File: src/rtl/core/ffa_pkg.sv
// Shared constants, types and codes for the first-fit heap allocator.
`default_nettype none
package ffa_pkg;

  localparam int unsigned MAX_BLOCKS   = 256;
  localparam int unsigned HEAP_BYTES   = 1048576;
  localparam int unsigned HEADER_BYTES = 12;
  localparam int unsigned ALIGN_BYTES  = 4;

  localparam int unsigned IDX_W  = $clog2(MAX_BLOCKS);
  localparam int unsigned CNT_W  = IDX_W + 1;
  localparam int unsigned OFS_W  = $clog2(HEAP_BYTES) + 1;
  localparam int unsigned REQ_W  = 21;
  localparam int unsigned SZ_W   = REQ_W + 1;
  localparam int unsigned SUM_W  = ((OFS_W > SZ_W) ? OFS_W : SZ_W) + 1;
  localparam int unsigned ADDR_W = 32;
  localparam int unsigned STAT_W = 3;
  localparam int unsigned PADDR_W = 3;

  localparam logic [ADDR_W-1:0] PAGE_MASK = 32'h0000_0FFF;

  typedef enum logic [0:0] {
    FUNC_ALLOC = 1'b0,
    FUNC_FREE  = 1'b1
  } func_e;

  typedef enum logic [STAT_W-1:0] {
    STAT_NEW    = 3'd0,
    STAT_REUSE  = 3'd1,
    STAT_ZERO   = 3'd2,
    STAT_HEAP   = 3'd3,
    STAT_TABLE  = 3'd4
  } status_e;

  localparam logic [PADDR_W-1:0] REG_IMG_END = 3'd0;

  typedef struct packed {
    logic             free;
    logic [OFS_W-1:0] ofs;
    logic [OFS_W-1:0] size;
  } entry_t;

endpackage
`default_nettype wire

File: src/rtl/core/ffa_match.sv
// Shared entry compare unit: fit test for allocate, offset match for release.
`default_nettype none
module ffa_match
  import ffa_pkg::*;
(
  input  wire func_e             func_i,
  input  wire entry_t            entry_i,
  input  wire logic [SZ_W-1:0]   sz_i,
  input  wire logic [ADDR_W-1:0] target_i,
  output logic                   hit_o
);

  logic fit;
  logic same;

  assign fit  = entry_i.free && ({{(SZ_W-OFS_W){1'b0}}, entry_i.size} >= sz_i);
  assign same = ({{(ADDR_W-OFS_W){1'b0}}, entry_i.ofs} == target_i);

  always_comb begin
    unique case (func_i)
      FUNC_ALLOC: hit_o = fit;
      FUNC_FREE:  hit_o = same;
      default:    hit_o = 1'b0;
    endcase
  end

endmodule
`default_nettype wire

File: config.mk
export PLATFORM = sky130hd
export DESIGN_NAME = ffa_match
export DESIGN_NICKNAME = d
export VERILOG_FILES = /design/src/rtl/core/ffa_pkg.sv /design/src/rtl/core/ffa_match.sv
export SDC_FILE = /design/constraint.sdc
export NUM_CORES = 1
export LEC_CHECK = 0
export BUFFER_PORTS_ARGS = -buffer_cell sky130_fd_sc_hd__buf_2
export CELL_PAD_IN_SITES_DETAIL_PLACEMENT = 0
export CELL_PAD_IN_SITES_GLOBAL_PLACEMENT = 1
export CORE_MARGIN = 5
export CORE_UTILIZATION = 19
export DETAILED_ROUTE_END_ITERATION = 7
export PLACE_DENSITY = 0.82
export SLEW_MARGIN = 5
export SYNTH_ARGS = -nofsm -noshare
export SYNTH_HDL_FRONTEND = slang
export SYNTH_SLANG_ARGS = --single-unit
File: constraint.sdc
create_clock -name vclk -period 1.5
set_input_delay 0.075 -clock vclk [all_inputs]
set_output_delay 0.075 -clock vclk [all_outputs]
set_load 0.01 [all_outputs]
Word level (Yosys, flattened, before mapping)
Cells that the tools add are included.

Bitwise logic cells: 1. Magnitude comparators: 1. Multiplexer cells: 1. Reductions and logical operators: 1. Equality and inequality tests: 1.

Operators with widths (number): == test 21 x 32 -> 1 bit (1); >= comparator 21 x 22 -> 1 bit (1); case mux 1 bit (2 select lines) (1); logical AND 1 bit (1); inverter 1 bit (1).

Bits of input ports: 98. Logic and storage cells: 5. Output and inout bits: 1. Register bits: 0.

Logic depth before layout (Yosys ltp)
Depth after elaboration: 3. Gate-level depth with buffers: 7. Gate-level depth less buffers: 7.

Least setup slack after synthesis
Ideal clock, no wire load.

Path type: input -> output. Start point: input port sz_i[4]. End point: output port hit_o. Setup slack: -0.031 ns. Cell stages on the path: 7. Arrival time: 1.456 ns. Required time: 1.425 ns. Buffers on the path: 0. Cells stage by stage: inv_1 ha_1 a21oi_2 a21boi_1 o31a_1 o311a_1 a311o_1.

Word-level cells in the longest chain between the ends: 3.

Ends and longest elaborated chain: start: declaration (line ffa_match.sv:8) `input wire logic [SZ_W-1:0] sz_i,`; >= comparator 21 x 22 -> 1 bit (line ffa_match.sv:16) `assign fit = entry_i.free && ({{(SZ_W-OFS_W){1'b0}}, entry_i.size} >= sz_i);`; logical AND 1 bit (line ffa_match.sv:16); case mux 1 bit (2 select lines) (line ffa_match.sv:20) `unique case (func_i)`; end: declaration (line ffa_match.sv:10) `output logic hit_o`.

No other way between the ends.

Final worst setup path
Ends and elaborated chain as after synthesis.

==> reports/results.txt <==
Antenna fix cells = 0
Comb power frac = 100.0%
Clock share of power = 0%
Post-route ant nets = 0
Chip height = 75.12 um
Cell count after synthesis = 109
Io pins = 99
CP max stage cell = o311a_1
Critical Path RT = 1.42 ns
Crit path max-delay family = compound AO/OA/AOI/OAI gates
Net switching fraction of the power = 40.99%
Peak supply drop = 0.00006821 V
YS warnings = 0
DRC = 0
Class of the most critical setup path = in2out
Setup violators final = 1
Synth cell count leaders = 23 x inv_1, 21 x ha_1, 16 x xor2_1
Status = finished with violations
Final nets = 334
PwrDens = 229.8 nW/um^2
FP Rows = 23
Dominant cells by area after synthesis = ha_1 33%, xor2_1 17%, inv_1 11%
Synth Cell Area = 805.8 um^2
Initial antenna violation count = 0
First drt pass iteration count = 4
Via count = 1125
Worst path bufs/invs = 3
Sequential cell count = 0
Register area = 0 um^2
Routability Congestion = 0.7589
Final min period = 1.659 ns
Peak Freq = 602.8 MHz
Final worst-path cycle share = 110.6%
Setup TNS = -0.1588 ns
Worst rel slew slack = 73.71%
Net load switching power = 0.1418 mW
Max incr delay on CP = 0.29 ns
Sequential share of power = 0%
Top cell type's share of synthesized area = 32.61%
Static leakage = 0.8627 nW
Arr. time, crit path = 1.58 ns
Synth unique cells = 23
Fillers = 430
Final Hold Vio Count = 0
Die area = 5643 um^2
Grt total ovfl = 0
CTS Hold Bufs = 0
Clkbuf count = 0
Vias per cell = 4.278
Maximum capacitance violations = 0
Non-filler cells, final = 263
Pint = 0.2041 mW
All-Layer GR Usage = 8.592%
Share of cells above drive strength 1 = 54.46%
Final Worst Setup Slack = -0.1588 ns
Placed Cells = 263
Syn Area/Cell = 7.392 um^2
Drt total wl = 2989 um
Crit Path Max Fanout = 3
First-pass GRT wire length = 4008 um
CP cell instances = buf_6 -> inv_2 -> ha_4 -> a21oi_2 -> a21boi_1 -> o31a_1 -> o311a_1 -> a311o_1 -> buf_2
Pin count of the biggest net entering global routing = 4
Number of DRC markers in iteration 0 = 5
Core ar. = 4058 um^2
Cell accounting for the most synthesized area = ha_1
Failing checks = setup timing
RSZ-0062 raised after global routing = true
Critical path capture point type = output pin
Wire per inst = 11.37 um
Worst Hold Class = in2out
Die W = 75.12 um
Final HPWL DP = 2747 um
Most numerous cell in the Yosys netlist = inv_1
Worst Max-Slew Pin Slew = 0.3907 ns
Synthesized Nets = 228
Slew Viols, Final = 0
Buffers added on ports = 99
Crit path launch type = input pin
Post-synthesis sequential area ratio = 0%
Vias in the first global route = 1089
Layout area overhead = 86.80%
Starting Density = 19.86%
==> metal layers <==
layer  vias to the layer above  global-route usage [%]  wire, um
met3                         0                  0.9346       353
li1                        593                       -         -
met2                        49                   19.25      1603
met4                         0                       0         0
met1                       483                   8.589      1032
met5                         -                       0         0
==> placed cells by master (no fill, tap or decap), types with 2 or more instances in the layout <==
cell type	netlist	layout
inv_2	0	3
nor3_1	2	2
ha_4	0	7
buf_4	0	5
xor2_1	16	16
nand2_1	2	2
buf_6	0	2
xnor2_1	5	5
nor2_1	2	2
inv_1	23	20
buf_2	0	97
a21oi_1	7	6
nand4_1	7	7
nand3_1	3	3
ha_1	21	14
a21o_1	3	3
a21oi_2	1	2
nor4_1	7	7
==> cell type report <==
| type | instances | area [um^2] | area share, % |
|---|---|---|---|
| inverter | 23 | 86.33 | 5.736 |
| multi-input combinational | 86 | 810.8 | 53.87 |
| tap | 50 | 62.56 | 4.156 |
| timing repair buffer | 104 | 545.5 | 36.24 |
==> power groups by stage <==
stage                     Sequential [mW]  Combinational, mW  Clock, mW
after floorplan                         0              0.146          0
after global placement                  0              0.316          0
after detailed placement                0              0.321          0
after CTS                               0              0.331          0
after global routing                    0              0.393          0
final                                   0              0.346          0
==> per-stage QoR <==
step	setup slack, ns	total power [mW]	hold WS, ns	cell area [um^2]	util (%)
2_1_floorplan	0.03123	0.1463	0.3360	818.3	-
3_3_place_gp	-0.2167	0.3165	0.5132	1414	34.84
3_5_place_dp	-0.2283	0.3208	0.5170	1414	34.84
4_1_cts	-0.1744	0.3306	0.5205	1436	35.40
5_1_grt	-0.2001	0.3927	0.5360	1505	37.10
6_report	-0.1588	0.3459	0.5233	1505	37.10
==> cell families (layout without fill, tap and decap cells) <==
family	Yosys count	in the layout	synth area share (%)
adder cells (fa/ha/maj)	21	21	32.61
buffers and inverters	23	127	10.71
AND/OR/NAND/NOR	26	26	18.32
AO/OA/AOI/OAI	18	18	15.53
XOR/XNOR	21	21	22.83
==> worst min-delay path, cell delays in order <==
cell     delay [ns]
buf_2          0.09
a311o_1        0.15
buf_2          0.13
==> final timing paths <==
check	startpoint	end	slack, ns	depth (start not counted)
min	entry_i[42]	hit_o	0.52	3
max	sz_i[4]	hit_o	-0.16	9
==> what timing repair did <==
item,in CTS,in global routing
endpoints found under the setup margin,1,1
pin swaps,2,2
resized for setup,3,8
setup buffers,0,0
Power figures use the tool's default switching activity.
